File: src/sv/svwo_pkg.sv
package svwo_pkg;

  // Table geometry of one waveform cycle. The cycle length is a power of two,
  // so the table index is the top bits of the phase accumulator.
  localparam int unsigned TABLE_BITS = 8;
  localparam int unsigned TABLE_LEN  = 1 << TABLE_BITS;

  localparam int unsigned PHASE_W   = 32;
  localparam int unsigned PHASE_MUL = 5719;
  localparam int unsigned NOISE_W   = 23;

  localparam int unsigned WAVE_PEAK   = 32766;
  localparam int unsigned PULSE_LEVEL = 32765;
  localparam int unsigned SAW_SPAN    = 65532;
  localparam int unsigned SAW_STEP    = SAW_SPAN / TABLE_LEN;
  localparam int unsigned DUTY_MAX    = 100;

  localparam int unsigned FREQ_W  = 16;
  localparam int unsigned PW_W    = 16;
  localparam int unsigned CTRL_W  = 8;
  localparam int unsigned ENV_W   = 8;
  localparam int unsigned SMP_W   = 16;
  localparam int unsigned CFG_IDX_W  = 2;
  localparam int unsigned CFG_DATA_W = 16;

  // Waveform select bits of the control byte, in priority order.
  localparam int unsigned CTRL_TRI_BIT   = 4;
  localparam int unsigned CTRL_SAW_BIT   = 5;
  localparam int unsigned CTRL_PULSE_BIT = 6;
  localparam int unsigned CTRL_NOISE_BIT = 7;

  localparam int unsigned QUEUE_DEPTH = 2;

  typedef enum logic [CFG_IDX_W-1:0] {
    CFG_FREQ_WORD        = 2'd0,
    CFG_PULSE_WIDTH      = 2'd1,
    CFG_WAVEFORM_CONTROL = 2'd2
  } cfg_reg_e;

  // One classified tick: the waveform value and the envelope to scale it by.
  typedef struct packed {
    logic signed [SMP_W-1:0] wave;
    logic [ENV_W-1:0]        env;
  } svwo_job_t;

  typedef struct packed {
    logic full;
    logic empty;
  } svwo_qstat_t;

endpackage

File: src/sv/sid_voice_waveform_oscillator_top.sv
// One oscillator voice: a phase accumulator driving a triangle, sawtooth,
// pulse or noise waveform, scaled by an envelope level.
// Configuration: cfg_we_i writes cfg_wdata_i into register cfg_idx_i
// (0 frequency word, 1 pulse width, 2 waveform control) at a clock edge;
// other indexes are ignored. Write only while the voice is idle.
// Input channel: each transaction carries one envelope level and yields
// exactly one signed 16-bit sample on the output channel, in order.
// The front stage samples the waveform at the current phase, then advances
// the phase; the noise register steps only on ticks that select noise.
// A two-entry queue separates it from the back stage, which multiplies by
// the envelope into the output register.
// Each sample is written into the queue, then registered in the output register.
// Throughput: one transaction per cycle while the queue is not full, set by
// the single back-stage multiplier and the registered front-stage phase update.
// When the receiver stalls, the output register holds and the queue fills;
// input ready drops only once the queue is full.
// Reset clears the registers and the phase, sets the noise register to all
// ones and empties the queue and output register.
module sid_voice_waveform_oscillator_top #(
  parameter int unsigned QUEUE_DEPTH = svwo_pkg::QUEUE_DEPTH
) (
  input  logic                               clk_i,
  input  logic                               rst_ni,
  input  logic                               cfg_we_i,
  input  logic [svwo_pkg::CFG_IDX_W-1:0]     cfg_idx_i,
  input  logic [svwo_pkg::CFG_DATA_W-1:0]    cfg_wdata_i,
  input  logic                               in_valid_i,
  output logic                               in_ready_o,
  input  logic [svwo_pkg::ENV_W-1:0]         envelope_level_i,
  output logic                               out_valid_o,
  input  logic                               out_ready_i,
  output logic signed [svwo_pkg::SMP_W-1:0]  sample_o
);
  import svwo_pkg::*;

  svwo_job_t   push_job, head_job;
  svwo_qstat_t qstat;
  logic        push, pop;

  svwo_front u_front (
    .clk_i            (clk_i),
    .rst_ni           (rst_ni),
    .cfg_we_i         (cfg_we_i),
    .cfg_idx_i        (cfg_idx_i),
    .cfg_wdata_i      (cfg_wdata_i),
    .in_valid_i       (in_valid_i),
    .in_ready_o       (in_ready_o),
    .envelope_level_i (envelope_level_i),
    .qstat_i          (qstat),
    .push_o           (push),
    .job_o            (push_job)
  );

  svwo_queue #(
    .DEPTH (QUEUE_DEPTH)
  ) u_queue (
    .clk_i  (clk_i),
    .rst_ni (rst_ni),
    .push_i (push),
    .job_i  (push_job),
    .pop_i  (pop),
    .job_o  (head_job),
    .stat_o (qstat)
  );

  svwo_back u_back (
    .clk_i       (clk_i),
    .rst_ni      (rst_ni),
    .job_i       (head_job),
    .qstat_i     (qstat),
    .pop_o       (pop),
    .out_valid_o (out_valid_o),
    .out_ready_i (out_ready_i),
    .sample_o    (sample_o)
  );

endmodule

File: src/sv/svwo_front.sv
module svwo_front (
  input  logic                               clk_i,
  input  logic                               rst_ni,
  input  logic                               cfg_we_i,
  input  logic [svwo_pkg::CFG_IDX_W-1:0]     cfg_idx_i,
  input  logic [svwo_pkg::CFG_DATA_W-1:0]    cfg_wdata_i,
  input  logic                               in_valid_i,
  output logic                               in_ready_o,
  input  logic [svwo_pkg::ENV_W-1:0]         envelope_level_i,
  input  svwo_pkg::svwo_qstat_t              qstat_i,
  output logic                               push_o,
  output svwo_pkg::svwo_job_t                job_o
);
  import svwo_pkg::*;

  localparam int unsigned Q_BITS = TABLE_BITS - 2;
  localparam logic [TABLE_BITS-1:0] IDX_Q  = TABLE_BITS'(TABLE_LEN / 4);
  localparam logic [TABLE_BITS-1:0] IDX_2Q = TABLE_BITS'(TABLE_LEN / 2);
  localparam logic [TABLE_BITS-1:0] IDX_3Q = TABLE_BITS'(3 * (TABLE_LEN / 4));
  localparam logic signed [SMP_W-1:0] WAVE_MIN = -$signed(SMP_W'(WAVE_PEAK));

  logic [FREQ_W-1:0]  freq_q;
  logic [PW_W-1:0]    pw_q;
  logic [CTRL_W-1:0]  ctrl_q;
  logic [PHASE_W-1:0] phase_q, phase_d;
  logic [NOISE_W-1:0] noise_q, noise_d, noise_next;

  logic [TABLE_BITS-1:0] idx;
  logic [TABLE_BITS-1:0] tri_mag;
  logic                  tri_neg;
  logic [31:0]           tri_scaled;
  logic signed [SMP_W-1:0] tri_pos, tri_wave;
  logic signed [17:0]    saw_full;
  logic signed [SMP_W-1:0] saw_wave;
  logic [31:0]           duty_raw;
  logic [6:0]            duty;
  logic                  pulse_hi;
  logic signed [SMP_W-1:0] pulse_wave;
  logic signed [SMP_W-1:0] noise_raw, noise_wave;
  logic signed [SMP_W-1:0] wave;
  logic                  use_noise;

  assign in_ready_o = !qstat_i.full;
  assign push_o     = in_valid_i && in_ready_o;

  assign idx = phase_q[PHASE_W-1 -: TABLE_BITS];

  // Triangle: rising first quarter, falling middle half, rising last quarter.
  always_comb begin
    if (idx < IDX_Q) begin
      tri_mag = idx;
      tri_neg = 1'b0;
    end else if (idx <= IDX_2Q) begin
      tri_mag = IDX_2Q - idx;
      tri_neg = 1'b0;
    end else if (idx < IDX_3Q) begin
      tri_mag = idx - IDX_2Q;
      tri_neg = 1'b1;
    end else begin
      tri_mag = ~idx + TABLE_BITS'(1);
      tri_neg = 1'b1;
    end
  end

  assign tri_scaled = (32'(WAVE_PEAK) * 32'(tri_mag)) >> Q_BITS;
  assign tri_pos    = (tri_scaled > 32'(WAVE_PEAK)) ? SMP_W'(WAVE_PEAK)
                                                    : tri_scaled[SMP_W-1:0];
  assign tri_wave   = tri_neg ? -tri_pos : tri_pos;

  assign saw_full = 18'(WAVE_PEAK) - 18'(idx) * 18'(SAW_STEP);
  assign saw_wave = saw_full[SMP_W-1:0];

  // The pulse is high while idx < floor(TABLE_LEN * duty / 100), which holds
  // exactly when 100 * (idx + 1) <= TABLE_LEN * duty.
  assign duty_raw   = (32'(pw_q) * 32'(DUTY_MAX)) >> 12;
  assign duty       = (duty_raw > 32'(DUTY_MAX)) ? 7'(DUTY_MAX) : duty_raw[6:0];
  assign pulse_hi   = ((32'(idx) + 32'd1) * 32'(DUTY_MAX)) <= (32'(TABLE_LEN) * 32'(duty));
  assign pulse_wave = pulse_hi ? SMP_W'(PULSE_LEVEL) : -SMP_W'(PULSE_LEVEL);

  assign noise_next = {noise_q[NOISE_W-2:0], noise_q[NOISE_W-1] ^ noise_q[17]};
  // Subtracting 32768 from the unsigned field is a flip of its top bit.
  assign noise_raw  = {~noise_next[NOISE_W-1], noise_next[NOISE_W-2:7]};
  assign noise_wave = (noise_raw < WAVE_MIN) ? WAVE_MIN : noise_raw;

  always_comb begin
    use_noise = 1'b0;
    if (ctrl_q[CTRL_TRI_BIT]) begin
      wave = tri_wave;
    end else if (ctrl_q[CTRL_SAW_BIT]) begin
      wave = saw_wave;
    end else if (ctrl_q[CTRL_PULSE_BIT]) begin
      wave = pulse_wave;
    end else if (ctrl_q[CTRL_NOISE_BIT]) begin
      wave      = noise_wave;
      use_noise = 1'b1;
    end else begin
      wave = '0;
    end
  end

  assign job_o.wave = wave;
  assign job_o.env  = envelope_level_i;

  assign phase_d = push_o ? phase_q + 32'(freq_q) * 32'(PHASE_MUL) : phase_q;
  assign noise_d = (push_o && use_noise) ? noise_next : noise_q;

  always_ff @(posedge clk_i or negedge rst_ni) begin
    if (!rst_ni) begin
      freq_q  <= '0;
      pw_q    <= '0;
      ctrl_q  <= '0;
      phase_q <= '0;
      noise_q <= '1;
    end else begin
      phase_q <= phase_d;
      noise_q <= noise_d;
      if (cfg_we_i) begin
        case (cfg_idx_i)
          CFG_FREQ_WORD:        freq_q <= cfg_wdata_i[FREQ_W-1:0];
          CFG_PULSE_WIDTH:      pw_q   <= cfg_wdata_i[PW_W-1:0];
          CFG_WAVEFORM_CONTROL: ctrl_q <= cfg_wdata_i[CTRL_W-1:0];
          default: ;
        endcase
      end
    end
  end

endmodule

File: src/sv/svwo_queue.sv
module svwo_queue #(
  parameter int unsigned DEPTH = svwo_pkg::QUEUE_DEPTH
) (
  input  logic                   clk_i,
  input  logic                   rst_ni,
  input  logic                   push_i,
  input  svwo_pkg::svwo_job_t    job_i,
  input  logic                   pop_i,
  output svwo_pkg::svwo_job_t    job_o,
  output svwo_pkg::svwo_qstat_t  stat_o
);
  import svwo_pkg::*;

  localparam int unsigned PTR_W = (DEPTH > 1) ? $clog2(DEPTH) : 1;
  localparam int unsigned CNT_W = $clog2(DEPTH + 1);
  localparam logic [PTR_W-1:0] PTR_LAST = PTR_W'(DEPTH - 1);

  svwo_job_t        slot_q [DEPTH];
  logic [PTR_W-1:0] wr_q, rd_q;
  logic [CNT_W-1:0] cnt_q;

  assign job_o        = slot_q[rd_q];
  assign stat_o.full  = (cnt_q == CNT_W'(DEPTH));
  assign stat_o.empty = (cnt_q == '0);

  always_ff @(posedge clk_i) begin
    if (push_i) begin
      slot_q[wr_q] <= job_i;
    end
  end

  always_ff @(posedge clk_i or negedge rst_ni) begin
    if (!rst_ni) begin
      wr_q  <= '0;
      rd_q  <= '0;
      cnt_q <= '0;
    end else begin
      if (push_i) begin
        wr_q <= (wr_q == PTR_LAST) ? '0 : wr_q + PTR_W'(1);
      end
      if (pop_i) begin
        rd_q <= (rd_q == PTR_LAST) ? '0 : rd_q + PTR_W'(1);
      end
      if (push_i && !pop_i) begin
        cnt_q <= cnt_q + CNT_W'(1);
      end else if (pop_i && !push_i) begin
        cnt_q <= cnt_q - CNT_W'(1);
      end
    end
  end

endmodule

File: src/sv/svwo_back.sv
module svwo_back (
  input  logic                           clk_i,
  input  logic                           rst_ni,
  input  svwo_pkg::svwo_job_t            job_i,
  input  svwo_pkg::svwo_qstat_t          qstat_i,
  output logic                           pop_o,
  output logic                           out_valid_o,
  input  logic                           out_ready_i,
  output logic signed [svwo_pkg::SMP_W-1:0] sample_o
);
  import svwo_pkg::*;

  logic                    valid_q;
  logic signed [SMP_W-1:0] sample_q;
  logic signed [24:0]      prod;

  // An arithmetic shift of the product rounds toward minus infinity.
  assign prod  = job_i.wave * $signed({1'b0, job_i.env});
  assign pop_o = !qstat_i.empty && (!valid_q || out_ready_i);

  always_ff @(posedge clk_i) begin
    if (pop_o) begin
      sample_q <= prod[SMP_W+7:8];
    end
  end

  always_ff @(posedge clk_i or negedge rst_ni) begin
    if (!rst_ni) begin
      valid_q <= 1'b0;
    end else if (pop_o) begin
      valid_q <= 1'b1;
    end else if (out_ready_i) begin
      valid_q <= 1'b0;
    end
  end

  assign out_valid_o = valid_q;
  assign sample_o    = sample_q;

endmodule
File: config.mk
export PLATFORM = sky130hd
export DESIGN_NAME = sid_voice_waveform_oscillator_top
export DESIGN_NICKNAME = d
export VERILOG_FILES = /design/src/sv/svwo_pkg.sv /design/src/sv/sid_voice_waveform_oscillator_top.sv /design/src/sv/svwo_front.sv /design/src/sv/svwo_queue.sv /design/src/sv/svwo_back.sv
export SDC_FILE = /design/constraint.sdc
export NUM_CORES = 1
export LEC_CHECK = 0
export BUFFER_PORTS_ARGS = -buffer_cell sky130_fd_sc_hd__buf_2
export CAP_MARGIN = 40
export CORE_ASPECT_RATIO = 1.2
export CORE_MARGIN = 1
export CORE_UTILIZATION = 30
export CTS_CLUSTER_SIZE = 20
export DETAILED_ROUTE_END_ITERATION = 12
export PLACE_DENSITY_LB_ADDON = 0.3
export SLEW_MARGIN = 0
export SYNTH_ARGS = -nofsm -noshare
export SYNTH_HDL_FRONTEND = slang
export SYNTH_SLANG_ARGS = --single-unit
export TNS_END_PERCENT = 5
File: constraint.sdc
create_clock -name clk_i -period 14 [get_ports clk_i]
set_input_delay 0 -clock clk_i [delete_from_list [all_inputs] [get_ports clk_i]]
set_output_delay 0 -clock clk_i [all_outputs]
set_load 0.05 [all_outputs]
Word level (Yosys, flattened, before mapping)
Memory sizes are Yosys's and may differ from the RTL's.
Index checks and enable logic that the tools add are counted.

storage, ports and cells
  register bits = 116
  latch bits = 0
  RAM bits = 48
  memory bits (read-only) = 0
  input bits = 31
  output and inout port bits = 18
  word-level logic and storage cells = 85
  memories kept = 1

memories
  memory          words  width  rd ports  clocked after Yosys merged registers in  wr ports  line              RTL
  u_queue.slot_q  2      24     1         0                                        1         svwo_queue.sv:18  svwo_job_t slot_q [DEPTH];

cells by class
  add/subtract/negate cells = 11
  multiply operators = 6
  divide/modulo/power cells = 0
  magnitude comparators = 7
  equal/unequal tests = 3
  shift-type cells = 0
  multiplexer cells = 26
  bitwise gates (word level) = 3
  reduce and logical (&&, ||, !) cells = 18

operators by type and width
  operator                                                                           count
  16-bit two-way mux                                                                 8
  32-bit by 29-bit adder with 32-bit output                                          1
  32-bit by 15-bit <= comparator with 1-bit output                                   1
  32-bit by 5-bit multiplier with 30-bit output, second input constant               1
  16-bit by 13-bit multiplier with 29-bit output, second input constant              1
  16-bit by 9-bit multiplier with 24-bit output                                      1
  8-bit two-way mux                                                                  3
  14-bit by 8-bit multiplier with 22-bit output, first input constant                1
  16-bit by 5-bit multiplier with 21-bit output, second input constant               1
  17-bit by 15-bit greater-than comparator with 1-bit output, second input constant  1
  16-bit < comparator, second input constant                                         1
  8-bit by 8-bit multiplier with 16-bit output, second input constant                1
  16-bit negator                                                                     1
  15-bit by 16-bit subtractor with 16-bit output, first input constant               1
  1-bit two-way mux                                                                  12
  11-bit by 7-bit greater-than comparator with 1-bit output, second input constant   1
  8-bit by 1-bit adder with 9-bit output, second input constant                      1
  8-bit by 1-bit adder with 8-bit output, second input constant                      1
  8-bit <= comparator, second input constant                                         1
  8-bit by 7-bit < comparator with 1-bit output, second input constant               1
  8-bit < comparator, second input constant                                          1
  8-bit inverter                                                                     1
  8-bit subtractor, first input constant                                             1
  8-bit subtractor, second input constant                                            1
  15 further kinds                                                                   30

Logic depth before layout (Yosys ltp)
Gate-level depths: netlist of the first run.

  depth after elaboration = 11
  depth in mapped cells = 34
  gate-level depth less buffers = 32

By module
From an unflattened synthesis of the first run, not the netlist that was laid out.

unflattened totals
  cells, all modules = 2383
  area total of the unflattened synthesis = 23123.4 um^2

modules (own cells, without submodules)
  module      instances  cells an instance  area each (um^2)
  svwo_front  1          1753               16185.5
  svwo_back   1          539                4917.2
  svwo_queue  1          91                 2020.7

Least setup slack after synthesis of the first run
Ideal clock, no wire load.

  path type = register to register
  start point = register u_front.phase_q[24]
  end point = memory u_queue.slot_q[0][22] (netlist name), data pin
  setup time = 0.159 ns
  arrival time = 8.270 ns
  required time = 13.841 ns
  slack = 5.571 ns
  stages on the path, launching flop included = 34
  cell sequence = dfrtp_1 -> clkbuf_1 -> inv_1 -> ha_1 -> nand4_1 -> nand2_1 -> o21bai_1 -> a31oi_1 -> xnor2_1 -> inv_1 -> fa_1 -> inv_1 -> fa_1 -> inv_1 -> fa_1 -> inv_1 -> fa_1 -> inv_1 -> ha_1 -> or2_1 -> a211o_1 -> o211a_1 -> or2_1 -> a41o_1 -> nor4bb_1 -> a31oi_1 -> nand2_1 -> ha_1 -> o211ai_1 -> or4_4 -> nor4_2 -> nand2_1 -> mux2_4 -> nor3_2

RTL lines
  item                      line               RTL
  start: declaration        svwo_front.sv:25   logic [PHASE_W-1:0] phase_q, phase_d;
  start signal: assignment  svwo_front.sv:115  phase_q <= phase_d;
  end: declaration          svwo_queue.sv:18

==> Flow_metrics.wiki, run 1 <==
{| class="wikitable"
! Metric !! Value
|-
| Outcome || finished clean
|-
| Share of post-route cells with drive strength above 1 || 8.74%
|-
| Top_reg_cell synth || dfrtp_1
|-
| Post-CTS setup repair buffer count || 0
|-
| Setup CP Type || reg2reg
|-
| Total congestion overflow after global routing || 0
|-
| Maximum number of pins on one net before global-route repair || 60
|-
| Total non-filler cell area in the finished layout || 0.0246 mm^2
|-
| Routed WL || 48900 um
|-
| CTS tree || built
|-
| Area of the core region || 0.0736 mm^2
|-
| Vias per std cell || 4.70
|-
| NumNets Final || 3023
|-
| Cell type with the highest aggregate area in the netlist || fa_1
|-
| Most frequent standard cell in the layout excluding fill and tap cells || inv_1
|-
| Worst Setup End Kind || flop
|-
| Clock Path Buffers || 2
|-
| Die span in y || 301 um
|-
| Initial drt markers || 606
|-
| Required time of the critical path || 14.28 ns
|-
| Fillers || 7566
|-
| Number of antenna violations at the first check in global routing || 1
|-
| Max stage delay cell, worst path || fa_1
|-
| Worst rel slew slack || 43.7%
|-
| Number of warnings reported in the yosys synthesis log || 0
|-
| I/O pin count || 49
|-
| First-pass GRT wire length || 83500 um
|-
| Biggest area contributors in the synthesized netlist || fa_1 24%, ha_1 19%, edfxtp_1 8.6%
|-
| Post-synth cell types || 72
|-
| Number of nets with antenna violations after detailed routing || 0
|-
| Finish-stage setup viols || 0
|-
| Number of global-route vias before repair || 17100
|-
| CTS resizes || 0
|-
| Number of clock sinks || 160
|-
| Worst-skew pair later-pin latency || 0.45 ns
|-
| Number of remaining DRC errors || 0
|-
| Number of max-cap violations || 0
|-
| Syn-to-layout area delta || 10.2%
|-
| Area fraction of the dominant cell type after synthesis || 24.4%
|-
| Mapped Area || 0.0224 mm^2
|-
| Worst setup slack for register-to-register paths || 4.49 ns
|-
| HPWL after detailed placement || 41500 um
|-
| Syn_nets || 2955
|-
| Post-synthesis async set-or-reset flop share || 60.0%
|-
| Instance area at placement || 0.0238 mm^2
|-
| CTS HTree Levels || 4
|-
| Worst EP arrival || 9.79 ns
|-
| Worst-Margin Slew || 0.845 ns
|-
| Slew Viols, Final || 0
|-
| Hold buffer count at CTS || 26
|-
| Core Rows || 109
|-
| Post-synthesis cell count || 2309
|-
| Clock edge transition at the registers on the reported setup and hold paths || 0.07 ns
|-
| Horizontal die dimension || 251 um
|-
| Total routing usage reported by global routing || 13.7%
|-
| Mean post-synth cell area || 9.68 um^2
|-
| Routed length per instance || 14.7 um
|-
| Number of flops mapped to enable cells by yosys || 64
|-
| Weighted congestion reported at the end of routability-driven placement || 0.861
|-
| Post-synthesis register bit count || 160
|-
| F_max || 105 MHz
|-
| Unrepaired setup endpoints after global routing || no
|-
| Final number of hold-violating endpoints || 0
|-
| Effective utilization at floorplan || 30.3%
|-
| Startpoint kind of the worst setup timing path || flop
|-
| Total Die Area || 0.0756 mm^2
|-
| Root buffer cell || clkbuf_16
|-
| Number of buffers added by the clock tree synthesis step || 17
|-
| Sum of negative setup slack || 0 ns
|-
| Register area share after synthesis || 19.5%
|-
| Critical path's largest stage delay || 0.71 ns
|-
| Most frequent cells in the layout || 489 x inv_1, 343 x ha_1, 272 x fa_1
|-
| Number of vias after detailed routing || 15700
|-
| Pre-antenna DRT Iters || 5
|-
| Part of the cycle the worst path needs || 67.9%
|-
| Max Fanout on Critical Path || 12
|-
| Hold Path Class || in2reg
|-
| Crit path time final || 9.51 ns
|-
| Total of buffers placed on input and output ports || 48
|-
| Number of inserted diodes || 0
|-
| Library cell appearing most often on the critical path || inv_1
|-
| Setup Skew || 0.0110 ns
|}
==> registers in the layout (all words and copies together), names as in the netlist <==
signal	flops
u_back.out_valid_o	1
u_back.sample_o	16
u_front.ctrl_q	4
u_front.freq_q	16
u_front.noise_q	23
u_front.phase_q	32
u_front.pw_q	16
u_queue.cnt_q	2
u_queue.rd_q	1
u_queue.slot_q	48
u_queue.wr_q	1
==> critical path, delay by kind of cell, from the launching register on <==
family | cells | cell delay (ns)
and+or+nand+nor | 10 | 2.19
xor gates and xnor gates | 1 | 0.34
muxes | 1 | 0.32
buffers and inverters | 6 | 0.91
DFF | 1 | 0.70
AOI/OAI and AO/OA | 7 | 1.82
adders and majority gates | 7 | 3.04
==> per-stage QoR <==
stage	utilization (%)	setup slack (ns)	std cells	hold slack (ns)
final	33.4	4.49	3333	0.0737
after global routing	33.4	3.80	3333	0.0558
after CTS	33.4	4.52	3333	0.0388
after detailed placement	32.3	4.54	3275	0.0943
after global placement	32.2	4.71	3270	0.0903
after floorplan	-	5.57	2309	-0.296
==> per-layer routing <==
layer	global-route usage (%)	wire [um]	up-vias	share of wire [%]
met2	26.2	26200	184	53
met1	16.0	20900	7757	43
met5	0	0	-	0
li1	-	-	7675	-
met4	2.70	661	0	1.4
met3	1.96	1170	38	2.4
==> synthesized netlist by cell type (9+ instances only) <==
| library cell | count |
|---|---|
| a21oi_1 | 66 |
| mux2_2 | 63 |
| and3_1 | 9 |
| fa_1 | 272 |
| dfstp_2 | 23 |
| clkbuf_1 | 35 |
| nor2_1 | 166 |
| edfxtp_1 | 64 |
| dfrtp_1 | 73 |
| mux2i_1 | 29 |
| nor2b_1 | 17 |
| nand2_1 | 142 |
| a211oi_1 | 29 |
| xor2_1 | 33 |
| ha_1 | 343 |
| o21bai_1 | 9 |
| a31oi_1 | 13 |
| inv_1 | 489 |
| nor4_1 | 13 |
| o21a_1 | 19 |
| nor3_1 | 27 |
| o21ai_0 | 96 |
| a21o_1 | 22 |
| xnor2_1 | 76 |
| nand3_1 | 30 |
| nand2b_1 | 20 |
==> cell type report <==
cell class,instances,area (um^2),area share [%]
clock buffer,20,458,1.86
sequential,160,4350,17.7
multi-input combinational,1616,16000,65.0
tap,943,1180,4.79
clock inverter,12,120,0.488
inverter,490,1840,7.47
timing repair buffer,92,673,2.73
==> cells by family (layout without fill, tap and decap cells) <==
| group | Yosys count | after routing | share of synthesized area, % |
|---|---|---|---|
| fa+ha+maj | 615 | 615 | 43.6 |
| xor+xnor | 109 | 109 | 4.27 |
| buf+inv | 533 | 614 | 8.97 |
| simple gates | 473 | 473 | 9.75 |
| flops | 160 | 160 | 19.5 |
| compound gates | 326 | 326 | 9.43 |
| mux | 93 | 93 | 4.54 |
==> worst paths after layout <==
check	start	to	cells past startpoint
max	u_front.phase_q[24]$_DFFE_PN0P_	u_queue.slot_q[1][22]$_DFFE_PP_	32
min	cfg_we_i	u_front.ctrl_q[5]$_DFFE_PN0P_	3
max reg2reg	u_front.phase_q[24]$_DFFE_PN0P_	u_queue.slot_q[1][22]$_DFFE_PP_	32
min reg2reg	u_queue.rd_q$_DFFE_PN0P_	u_queue.rd_q$_DFFE_PN0P_	1
max in group asynchronous	rst_ni	u_front.phase_q[26]$_DFFE_PN0P_	3
min in group asynchronous	rst_ni	u_front.phase_q[8]$_DFFE_PN0P_	2
Power of run 1 is left out: the tool's default activity adds up to more than one toggle a clock period on the data nets, which glitch-free logic cannot reach.
==> run 2, diff against run 1 <==
ABC_AREA = 1   (was unset)
clock period = 9.95 ns   (was 14 ns; I/O delays follow)
==> run 2 against run 1 <==
Maximum frequency rose by 15%. Critical path type unchanged. Wire length increased by 3.8%. Worst setup slack lost 2.8 ns. Die area is 1.1% higher. Worst hold slack worse by 0.052 ns.
==> Flow_metrics.wiki, run 2 <==
{| class="wikitable"
! Metric !! Value
|-
| Outcome || finished clean
|-
| Crit path time final || 8.25 ns (-1.26 ns)
|-
| Max stage delay cell, worst path || fa_1
|-
| Routed length per instance || 13.5 um (-7.8%)
|-
| Share of post-route cells with drive strength above 1 || 6.83% (-1.9 points)
|-
| Hold buffer count at CTS || 27 (+3.8%)
|-
| Weighted congestion reported at the end of routability-driven placement || 0.851 (-1.2%)
|-
| Register ranked first by flip-flop count || u_queue.slot_q
|-
| NumNets Final || 3386 (+12%)
|-
| Number of flops mapped to enable cells by yosys || 64 (unchanged)
|-
| Worst EP arrival || 8.47 ns (-1.32 ns)
|-
| Hold Path Class || in2async
|-
| Critical path's largest stage delay || 0.66 ns (-0.05 ns)
|-
| Max Fanout on Critical Path || 13 (+1)
|-
| Top_reg_cell synth || dfrtp_1
|-
| Biggest area contributors in the synthesized netlist || fa_1 24%, ha_1 19%, inv_1 11%
|-
| Worst-skew pair later-pin latency || 0.46 ns (about the same)
|-
| Worst Setup End Kind || flop
|-
| Instance area at placement || 0.0241 mm^2 (+1.4%)
|-
| Total routing usage reported by global routing || 14.1% (+0.47 points)
|-
| Worst rel slew slack || 43.4% (-0.31 points)
|-
| Post-synthesis async set-or-reset flop share || 60.0% (unchanged)
|-
| Post-CTS setup repair buffer count || 0 (unchanged)
|-
| Number of inserted diodes || 0 (unchanged)
|-
| Worst path top cell family by delay || adder cells
|-
| Bufs and invs on worst path || 10 (+4)
|-
| Area of the core region || 0.0741 mm^2 (+0.56%)
|-
| Number of vias after detailed routing || 16500 (+5.5%)
|-
| Final number of hold-violating endpoints || 0 (unchanged)
|-
| Total non-filler cell area in the finished layout || 0.0250 mm^2 (+1.5%)
|-
| Total Die Area || 0.0764 mm^2 (+1.1%)
|-
| Number of remaining DRC errors || 0 (unchanged)
|-
| Number of global-route vias before repair || 17400 (+1.7%)
|-
| Horizontal die dimension || 253 um (+0.54%)
|-
| Mapped Area || 0.0226 mm^2 (+1.1%)
|-
| Largest register FFs || 48 (unchanged)
|-
| Library cell appearing most often on the critical path || nand2_1
|-
| Most frequent standard cell in the layout excluding fill and tap cells || inv_1
|-
| Clock edge transition at the registers on the reported setup and hold paths || 0.08 ns (about the same)
|-
| Sum of negative setup slack || 0 ns (unchanged)
|-
| Number of max-cap violations || 0 (unchanged)
|-
| Mean post-synth cell area || 8.48 um^2 (-12%)
|-
| HPWL after detailed placement || 43400 um (+4.5%)
|-
| Setup Skew || 0.0141 ns (+0.00317 ns)
|-
| Syn-to-layout area delta || 10.7%
|-
| Register area share after synthesis || 19.3% (-0.21 points)
|-
| Post-Place Worst Slack || 1.73 ns (-2.82 ns)
|-
| Number of warnings reported in the yosys synthesis log || 0 (unchanged)
|-
| Most numerous cell in the Yosys netlist || inv_1
|-
| Vias per std cell || 4.40 (-6.3%)
|-
| Die span in y || 303 um (+0.53%)
|-
| Syn_nets || 3309 (+12%)
|-
| Maximum number of pins on one net before global-route repair || 47 (-22%)
|-
| Total congestion overflow after global routing || 0 (unchanged)
|-
| Number of clock sinks || 160 (unchanged)
|-
| Required time of the critical path || 10.16 ns (-4.12 ns)
|-
| Slew Viols, Final || 0 (unchanged)
|-
| Unrepaired setup endpoints after global routing || no
|-
| Total of buffers placed on input and output ports || 48 (unchanged)
|-
| Routed WL || 50800 um (+3.8%)
|-
| Biggest regs || u_queue.slot_q (48), u_front.phase_q (32), u_front.noise_q (23)
|-
| Effective utilization at floorplan || 30.5% (+0.16 points)
|-
| Startpoint kind of the worst setup timing path || flop
|-
| Post-synth cell types || 51 (-29%)
|-
| Finish-stage setup viols || 0 (unchanged)
|-
| Post-synthesis register bit count || 160 (unchanged)
|-
| Post-synthesis cell count || 2663 (+15%)
|-
| Initial drt markers || 673 (+11%)
|-
| CTS HTree Levels || 4 (unchanged)
|-
| Pre-antenna DRT Iters || 5 (unchanged)
|-
| Most instantiated cells after synthesis || 642 x inv_1, 426 x nand2_1, 343 x ha_1
|-
| First-pass GRT wire length || 86000 um (+3.1%)
|-
| F_max || 121 MHz (+15%)
|-
| CTS tree || built
|-
| Number of nets with antenna violations after detailed routing || 0 (unchanged)
|-
| Root buffer cell || clkbuf_16
|-
| Core Rows || 109 (unchanged)
|-
| I/O pin count || 49 (unchanged)
|-
| Cell type with the highest aggregate area in the netlist || fa_1
|-
| CTS resizes || 0 (unchanged)
|-
| Clock Path Buffers || 2 (unchanged)
|-
| Most frequent cells in the layout || 642 x inv_1, 426 x nand2_1, 343 x ha_1
|-
| Worst-Margin Slew || 0.841 ns (-0.00421 ns)
|-
| PnR worst setup slack || 1.70 ns (-2.79 ns)
|-
| Number of antenna violations at the first check in global routing || 0 (-1)
|-
| Part of the cycle the worst path needs || 83.0% (+15 points)
|-
| Setup CP Type || reg2reg
|-
| Area fraction of the dominant cell type after synthesis || 24.1% (-0.26 points)
|-
| Number of buffers added by the clock tree synthesis step || 17 (unchanged)
|}
## run 2: cell count changes in the layout (fill, tap and decap cells not counted), moves of 40 or more
cell,before,now
nand3_1,30,82
mux2_2,63,0
nand2_1,141,426
xnor2_1,76,35
o21ai_0,96,161
a21oi_1,66,106
inv_1,489,642
## run 2: final timing paths
kind                                            startpoint                         endpoint  slack [ns]  cells past startpoint
min in group clk_i                                cfg_we_i    u_front.ctrl_q[6]$_DFFE_PN0P_        0.06                      3
setup / recovery           u_front.phase_q[24]$_DFFE_PN0P_  u_queue.slot_q[0][20]$_DFFE_PP_        1.70                     45
max in group asynchronous                           rst_ni   u_front.phase_q[1]$_DFFE_PN0P_        8.87                      4
setup reg to reg           u_front.phase_q[24]$_DFFE_PN0P_  u_queue.slot_q[0][20]$_DFFE_PP_        1.70                     45
hold reg to reg             u_front.noise_q[5]$_DFFE_PN1P_   u_front.noise_q[5]$_DFFE_PN1P_        0.46                      2
hold / removal                                      rst_ni     u_front.pw_q[11]$_DFFE_PN0P_        0.02                      2
## run 2: cells by family (layout without fill, tap and decap cells)
family	count (synthesis)	in the layout	synth area share (%)
adder cells (fa/ha/maj)	615	615	43.1
multiplexers	4	4	0.177
buffers and inverters	688	778	11.5
flip-flops	160	160	19.3
AO/OA/AOI/OAI	332	332	7.95
AND/OR/NAND/NOR	774	774	14.5
XOR/XNOR	90	90	3.52
## run 2: final cells by class
| type | instances | area [um^2] |
|---|---|---|
| well taps | 999 | 1250 |
| fillers | 7841 | 49100 |
| clock inverters | 13 | 135 |
| repair buffers | 97 | 702 |
| flip-flops and latches | 160 | 4350 |
| inverters | 649 | 2440 |
| multi-input cells | 1815 | 15700 |
| clock buffers | 19 | 464 |
## run 2: through the flow
stage | utilization [%] | instances | hold slack, ns
2_1_floorplan | - | 2663 | -0.296
3_3_place_gp | 32.5 | 3686 | -0.0132
3_5_place_dp | 32.6 | 3693 | -0.00864
4_1_cts | 33.8 | 3752 | 0.0259
5_1_grt | 33.8 | 3752 | 0.0529
6_report | 33.8 | 3752 | 0.0214
## run 2: routing by layer
metal  GRT usage (%)  part of all wire [%]  vias up
met2            26.6                    53      179
met4            4.20                   2.2        0
met3            1.54                   1.7       62
met5               0                     0        -
met1            16.7                    43     7859
li1                -                     -     8409
Power of run 2 is left out for the same reason.
